--- src/sv/mau_pkg.sv ---
// Package for the modular arithmetic unit: command codes and shared sizes.
`timescale 1ns / 1ps
`default_nettype none
package mau_pkg;

  localparam int unsigned OpWidth  = 64;
  localparam int unsigned ExpWidth = 63;

  localparam logic [2:0] CMD_REDUCE = 3'd0;
  localparam logic [2:0] CMD_ADD    = 3'd1;
  localparam logic [2:0] CMD_SUB    = 3'd2;
  localparam logic [2:0] CMD_MUL    = 3'd3;
  localparam logic [2:0] CMD_DIV    = 3'd4;
  localparam logic [2:0] CMD_POW    = 3'd5;
  localparam logic [2:0] CMD_NEG    = 3'd6;
  localparam logic [2:0] CMD_INV    = 3'd7;

  localparam logic [31:0] MOD_RESET = 32'd1000000007;

  localparam logic [1:0] ADDR_MODULUS = 2'd0;

endpackage
`default_nettype wire

--- src/sv/modular_arithmetic_unit.sv ---
// Modular arithmetic unit: top level with APB modulus register and sequencer.
// Operands a and b are reduced in turn; reduce/add/sub/neg then finish, mul reduces one product,
// pow reduces one product per multiply or square over the bits of its 63-bit exponent; inv and
// div raise to m-2 (div then multiplies by a), so their work is set by the bits of m-2.
// One item at a time: input ready again the cycle after the result is registered.
// Reset: modulus returns to 1000000007, sequencer idle, output empty.
`timescale 1ns / 1ps
`default_nettype none
module modular_arithmetic_unit #(
  parameter int unsigned MOD_WIDTH = 31
) (
  input  wire logic         clk_i,
  input  wire logic         rst_ni,
  input  wire logic         psel,
  input  wire logic         penable,
  input  wire logic         pwrite,
  input  wire logic [1:0]   paddr,
  input  wire logic [31:0]  pwdata,
  output logic [31:0]       prdata,
  output logic              pready,
  input  wire logic         s_axis_tvalid,
  output logic              s_axis_tready,
  // tdata: operand_a[63:0], operand_b[127:64], exponent[190:128], pad
  input  wire logic [191:0] s_axis_tdata,
  // tuser: cmd[2:0]
  input  wire logic [2:0]   s_axis_tuser,
  output logic              m_axis_tvalid,
  input  wire logic         m_axis_tready,
  // tdata: result[30:0], a_less_b[31], a_equals_b[32], pad
  output logic [39:0]       m_axis_tdata
);
  import mau_pkg::*;

  localparam logic [3:0] ST_IDLE = 4'd0, ST_RA = 4'd1, ST_RB = 4'd2, ST_OP = 4'd3,
                         ST_MULW = 4'd4, ST_PSTEP = 4'd5, ST_PSQW = 4'd6,
                         ST_FINAL = 4'd7, ST_OUT = 4'd8, ST_PACCW = 4'd9;

  logic [MOD_WIDTH-1:0] mod_q;
  logic [MOD_WIDTH-1:0] m_eff;
  logic                 m_small;

  // register port
  assign pready = 1'b1;
  assign prdata = 32'(mod_q);
  always_ff @(posedge clk_i or negedge rst_ni) begin
    if (!rst_ni) begin
      mod_q <= MOD_WIDTH'(MOD_RESET);
    end else if (psel && penable && pwrite && paddr == ADDR_MODULUS) begin
      mod_q <= pwdata[MOD_WIDTH-1:0];
    end
  end
  assign m_small = (mod_q < MOD_WIDTH'(2));
  assign m_eff   = m_small ? MOD_WIDTH'(1) : mod_q;

  logic [3:0]           st_q;
  logic [2:0]           cmd_q;
  logic [63:0]          opb_q;
  logic [ExpWidth-1:0]  exp_q;
  logic [MOD_WIDTH-1:0] a_q, b_q, acc_q, base_q, res_q;
  logic                 nega_q, lt_q, eq_q;
  logic [39:0]          out_q;
  logic                 ovalid_q;

  logic                 red_start;
  logic [63:0]          red_val;
  logic                 red_done;
  logic [MOD_WIDTH-1:0] red_rem;

  mau_modred #(.MOD_WIDTH(MOD_WIDTH)) u_red (
    .clk_i, .rst_ni, .start_i(red_start), .value_i(red_val),
    .mod_i(m_eff), .done_o(red_done), .rem_o(red_rem)
  );

  // fix up a signed reduction
  logic [MOD_WIDTH-1:0] signed_rem;
  assign signed_rem = (nega_q && red_rem != '0) ? m_eff - red_rem : red_rem;

  logic [63:0] abs_b;
  assign abs_b = opb_q[63] ? 64'(0) - opb_q : opb_q;

  // modular add and subtract helpers
  logic [MOD_WIDTH:0] sum_ab, sum_nb;
  assign sum_ab = {1'b0, a_q} + {1'b0, b_q};
  assign sum_nb = {1'b0, a_q} + ({1'b0, m_eff} - {1'b0, b_q});

  // one shared product, operands chosen by state
  logic [MOD_WIDTH-1:0] mx, my;
  logic [63:0]          prod;
  assign prod = 64'(mx) * 64'(my);

  always_comb begin
    mx = a_q;
    my = b_q;
    if (st_q == ST_PSTEP) begin
      mx = exp_q[0] ? acc_q : base_q;
      my = base_q;
    end else if (st_q == ST_FINAL) begin
      my = acc_q;
    end
  end

  always_comb begin
    red_start = 1'b0;
    red_val   = prod;
    case (st_q)
      ST_IDLE: begin
        red_start = s_axis_tvalid;
        red_val   = s_axis_tdata[63] ? 64'(0) - s_axis_tdata[63:0] : s_axis_tdata[63:0];
      end
      ST_RA: begin
        red_start = red_done;
        red_val   = abs_b;
      end
      ST_OP: red_start = (cmd_q == CMD_MUL);
      ST_PSTEP: red_start = (exp_q != '0);
      ST_FINAL: red_start = (cmd_q == CMD_DIV);
      default: ;
    endcase
  end

  assign s_axis_tready = (st_q == ST_IDLE);

  // sequencer
  always_ff @(posedge clk_i or negedge rst_ni) begin
    if (!rst_ni) begin
      st_q     <= ST_IDLE;
      ovalid_q <= 1'b0;
    end else begin
      if (st_q == ST_OUT && (!ovalid_q || m_axis_tready)) begin
        ovalid_q <= 1'b1;
      end else if (ovalid_q && m_axis_tready) begin
        ovalid_q <= 1'b0;
      end
      case (st_q)
        ST_IDLE: if (s_axis_tvalid) st_q <= ST_RA;
        ST_RA: if (red_done) st_q <= ST_RB;
        ST_RB: if (red_done) st_q <= ST_OP;
        ST_OP: begin
          case (cmd_q)
            CMD_MUL: st_q <= ST_MULW;
            CMD_DIV, CMD_POW, CMD_INV: st_q <= ST_PSTEP;
            default: st_q <= ST_OUT;
          endcase
        end
        ST_MULW: if (red_done) st_q <= ST_OUT;
        ST_PSTEP: if (exp_q == '0) st_q <= ST_FINAL;
                  else st_q <= exp_q[0] ? ST_PACCW : ST_PSQW;
        ST_PACCW: if (red_done) st_q <= ST_PSTEP;
        ST_PSQW: if (red_done) st_q <= ST_PSTEP;
        ST_FINAL: st_q <= (cmd_q == CMD_DIV) ? ST_MULW : ST_OUT;
        ST_OUT: if (!ovalid_q || m_axis_tready) st_q <= ST_IDLE;
        default: st_q <= ST_IDLE;
      endcase
    end
  end

  // datapath
  always_ff @(posedge clk_i) begin
    case (st_q)
      ST_IDLE: if (s_axis_tvalid) begin
        cmd_q  <= s_axis_tuser;
        opb_q  <= s_axis_tdata[127:64];
        exp_q  <= s_axis_tdata[190:128];
        nega_q <= s_axis_tdata[63];
      end
      ST_RA: if (red_done) begin
        a_q    <= signed_rem;
        nega_q <= opb_q[63];
      end
      ST_RB: if (red_done) begin
        b_q  <= signed_rem;
        lt_q <= a_q < signed_rem;
        eq_q <= a_q == signed_rem;
      end
      ST_OP: begin
        acc_q <= m_small ? '0 : MOD_WIDTH'(1);
        case (cmd_q)
          CMD_REDUCE: res_q <= a_q;
          CMD_ADD: res_q <= (sum_ab >= {1'b0, m_eff}) ? MOD_WIDTH'(sum_ab - {1'b0, m_eff})
                                                   : sum_ab[MOD_WIDTH-1:0];
          CMD_SUB: res_q <= (sum_nb >= {1'b0, m_eff}) ? MOD_WIDTH'(sum_nb - {1'b0, m_eff})
                                                   : sum_nb[MOD_WIDTH-1:0];
          CMD_NEG: res_q <= (a_q == '0) ? '0 : m_eff - a_q;
          CMD_POW: base_q <= a_q;
          CMD_DIV: begin
            base_q <= b_q;
            exp_q  <= ExpWidth'(m_small ? '0 : m_eff - MOD_WIDTH'(2));
          end
          CMD_INV: begin
            base_q <= a_q;
            exp_q  <= ExpWidth'(m_small ? '0 : m_eff - MOD_WIDTH'(2));
          end
          default: res_q <= a_q;
        endcase
      end
      ST_MULW: if (red_done) res_q <= red_rem;
      ST_PACCW: if (red_done) begin
        acc_q <= red_rem;
        exp_q <= {exp_q[ExpWidth-1:1], 1'b0};
      end
      ST_PSQW: if (red_done) begin
        base_q <= red_rem;
        exp_q  <= exp_q >> 1;
      end
      ST_FINAL: begin
        res_q <= acc_q;
        b_q   <= acc_q;
      end
      ST_OUT: if (!ovalid_q || m_axis_tready) begin
        out_q <= {7'd0, eq_q, lt_q, 31'(m_small ? '0 : res_q)};
      end
      default: ;
    endcase
  end

  assign m_axis_tvalid = ovalid_q;
  assign m_axis_tdata  = out_q;
endmodule
`default_nettype wire

--- src/sv/mau_modred.sv ---
// Restoring bit-serial reducer: 64-bit unsigned value modulo m, one bit a cycle.
`timescale 1ns / 1ps
`default_nettype none
module mau_modred #(
  parameter int unsigned MOD_WIDTH = 31
) (
  input  wire logic                 clk_i,
  input  wire logic                 rst_ni,
  input  wire logic                 start_i,
  input  wire logic [63:0]          value_i,
  input  wire logic [MOD_WIDTH-1:0] mod_i,
  output logic                      done_o,
  output logic [MOD_WIDTH-1:0]      rem_o
);
  import mau_pkg::*;

  logic [63:0]          val_q, val_d;
  logic [MOD_WIDTH-1:0] rem_q, rem_d;
  logic [6:0]           cnt_q, cnt_d;
  logic                 busy_q, busy_d, done_q, done_d;
  logic [MOD_WIDTH:0]   shifted;

  // one shift-subtract step per cycle
  always_comb begin
    val_d  = val_q;
    rem_d  = rem_q;
    cnt_d  = cnt_q;
    busy_d = busy_q;
    done_d = 1'b0;
    shifted = {rem_q, val_q[63]};
    if (start_i) begin
      val_d  = value_i;
      rem_d  = '0;
      cnt_d  = 7'd64;
      busy_d = 1'b1;
    end else if (busy_q) begin
      val_d = {val_q[62:0], 1'b0};
      if (shifted >= {1'b0, mod_i}) begin
        rem_d = MOD_WIDTH'(shifted - {1'b0, mod_i});
      end else begin
        rem_d = shifted[MOD_WIDTH-1:0];
      end
      cnt_d = cnt_q - 7'd1;
      if (cnt_q == 7'd1) begin
        busy_d = 1'b0;
        done_d = 1'b1;
      end
    end
  end

  always_ff @(posedge clk_i or negedge rst_ni) begin
    if (!rst_ni) begin
      busy_q <= 1'b0;
      done_q <= 1'b0;
      cnt_q  <= '0;
    end else begin
      busy_q <= busy_d;
      done_q <= done_d;
      cnt_q  <= cnt_d;
    end
  end

  always_ff @(posedge clk_i) begin
    val_q <= val_d;
    rem_q <= rem_d;
  end

  assign done_o = done_q;
  assign rem_o  = rem_q;
endmodule
`default_nettype wire
--- config.mk ---
export PLATFORM = sky130hd
export DESIGN_NAME = modular_arithmetic_unit
export DESIGN_NICKNAME = d
export VERILOG_FILES = /design/src/sv/mau_pkg.sv /design/src/sv/modular_arithmetic_unit.sv /design/src/sv/mau_modred.sv
export SDC_FILE = /design/constraint.sdc
export NUM_CORES = 2
export LEC_CHECK = 0
export CORE_ASPECT_RATIO = 1.5
export CORE_MARGIN = 5
export CORE_UTILIZATION = 40
export DETAILED_ROUTE_END_ITERATION = 10
export DONT_BUFFER_PORTS = 1
export PLACE_DENSITY = 0.56
export SYNTH_ARGS = -nofsm -noshare
export SYNTH_HDL_FRONTEND = slang
export SYNTH_HIERARCHICAL = 1
export SYNTH_SLANG_ARGS = --single-unit
--- constraint.sdc ---
create_clock -name clk_i -period 29.1 [get_ports clk_i]
set_input_delay 1.455 -clock clk_i [delete_from_list [all_inputs] [get_ports clk_i]]
set_output_delay 1.455 -clock clk_i [all_outputs]
set_load 0.1 [all_outputs]
==> results.txt <==
Die X-Extent -> 349 um
Top cells by area in the synthesized netlist -> fa_1 25%, edfxtp_1 17%, ha_1 9.2%
Reg2reg end -> u_red/val_q[61]
Dpl cells -> 9850
Initial Utilization -> 40.2%
Post-synth EDFFs -> 385
Non-Filler Instances -> 9953
Std cell rows -> 186
Vias -> 59562
Ys Warns -> 6
Residual DRC -> 0
Count leader, synth -> inv_1
DP HPWL -> 228000 um
Synth top area share -> 25.3%
IO Pins -> 311
Final slew viol count -> 0
WHS Endpoint -> m_axis_tdata[32]
I/O Buffers -> 0
Tot GR Track Use -> 30.9%
Routed WL -> 287000 um
CP Launch Type -> flop
Unrepaired setup endpoints after global routing -> no
Clk root buf -> clkbuf_16
Async set-reset flop share out of synthesis -> 9.76%
Top cells by count, synth -> 1046 x inv_1, 874 x fa_1, 861 x nor2_1
Final net count -> 9262
Fmax -> 82.0 MHz
Most common cell on crit path -> fa_1
Clock Sinks -> 461
Post-CTS Hold Buffers -> 0
Core box area -> 172000 um2
Fin area -> 73800 um2
Max_cap viols -> 0
Fin crit period -> 12.20 ns
Slew HR -> 6.67%
CP max stage cell -> a21oi_4
Fin Setup TNS -> 0 ns
Synthesized area -> 69000 um2
Netlist cell types -> 95
Worst-path maximum fanout -> 75
Worst-Margin Slew -> 1.40 ns
Slowest Stage Delay on Critical Path -> 0.85 ns
Placed cell area -> 72100 um2
Setup CP Type -> flop to flop
Total Die Area -> 181000 um2
Status -> complete, no violations
Reg2reg start -> st_q[3]
Final hold violations -> 0
1st-pass router iterations -> 8
Post-CTS Setup Inserts -> 0
Leading area contributor after synthesis -> fa_1
Main synth FF type -> edfxtp_1
CTS tree -> done
Hold WC Path Type -> flop to flop
Clock buffer depth -> 3
Ratio of cells with drive above 1 in the final layout -> 6.93%
Worst-path clk slew -> 0.07 ns
#FFs+latches synth -> 461
FF-to-FF setup slack -> 16.90 ns
Vias per std cell -> 5.98
Die height -> 519 um
Initial detailed-routing violation count -> 5569
Largest net degree at the start of global routing -> 76
Final antenna-violating net count -> 0
Num CTS Buffers -> 49
Crit share post-route -> 41.9%
Hold Path Depth -> 0
Final setup violation count -> 0
CP endpoint kind -> flop
Syn_area_per_cell -> 8.85 um2
Hold Startpoint -> eq_q
Vias in the first global route -> 60926
Routability cong. -> 1.00
H-tree depth -> 2
Grt ovf -> 0
Clk_lat worst skew -> 0.69 ns
WL per Instance -> 28.8 um
Mapped Cells -> 7803
R2R cell count -> 30
Area growth syn-to-layout -> 6.97%
Setup Skew -> 0.0404 ns
Resized Gates After CTS -> 0
Crit path DAT -> 12.64 ns
Worst Hold Margin -> 0.438 ns
Req. time, crit path -> 29.54 ns
Initial antenna violation count -> 10
Register area share after synthesis -> 19.3%
First-pass GRT wire length -> 410000 um
flip-flops by register name, indices dropped and copies added, names as in the netlist, 4 cells and up:
name / flops
a_q: 31
acc_q: 31
b_q: 31
base_q: 31
exp_q: 63
m_axis_tdata: 33
mod_q: 31
opb_q: 64
res_q: 31
st_q: 4
u_red/cnt_q: 7
u_red/rem_o: 31
u_red/val_q: 64
kinds of logic after synthesis:
group                      synth area share, %
adders and majority gates                 34.5
muxes                                     3.59
xor gates and xnor gates                  4.74
other                                   0.0109
buffers and inverters                     8.09
DFF                                       19.3
and+or+nand+nor                           14.4
AOI/OAI and AO/OA                         15.3
stage by stage:
step           setup WS [ns]  utilization (%)
2_1_floorplan          19.97                -
3_3_place_gp           17.23             42.0
3_5_place_dp           17.20             42.0
4_1_cts                17.17             43.0
5_1_grt                16.55             43.0
6_report               16.90             43.1
final cells by class:
type / instances / area [um2]
Inverter: 1049 / 3940
Clock inverter: 36 / 407
Antenna cell: 11 / 27.5
Timing Repair Buffer: 209 / 1570
Tap cell: 2256 / 2820
Sequential cell: 461 / 13300
Fill cell: 17046 / 97700
Multi-Input combinational cell: 5875 / 50400
Clock buffer: 56 / 1330
how the worst max path moves through the flow:
stage,start,to,slack (ns)
detailed placement,st_q[3],u_red/val_q[61],17.20
floorplan,st_q[0],u_red/val_q[61],19.97
global route,st_q[3],u_red/val_q[60],16.55
CTS,st_q[3],u_red/val_q[61],17.17
finish,st_q[3],u_red/val_q[61],16.90
global placement,st_q[3],u_red/val_q[61],17.23
per-layer routing:
metal	up-vias	global-route usage, %	part of all wire [%]
met5	-	0	0.0045
met4	2	25.8	11
met3	928	5.71	8.1
met2	3040	51.6	47
met1	29666	34.2	34
li1	25926	-	-
worst max-delay path: cells and delay by family, from the launching register on:
kind,cells,cell delay (ns)
muxes,2,0.40
AOI/OAI and AO/OA,9,2.79
and+or+nand+nor,5,1.70
buffers and inverters,5,1.62
adders and majority gates,9,4.75
DFF,1,0.57
cell usage in the layout, fill, tap and decap left out, types with 56 or more instances in the layout:
cell type	instances
ha_1	507
nand4_1	70
mux2_2	116
nor2b_1	62
xnor2_1	247
o21a_1	61
mux2i_1	117
nand2_1	822
edfxtp_1	385
nor3_1	67
a22oi_1	88
fa_1	874
nor2_1	855
o21ai_0	347
xor2_1	127
nor4_1	56
a21oi_1	389
inv_1	1045
buf_4	209
nand3_1	67
a21o_1	156
Power is left out: the tool's default activity adds up to more than one toggle a clock period on the data nets, which glitch-free logic cannot reach.
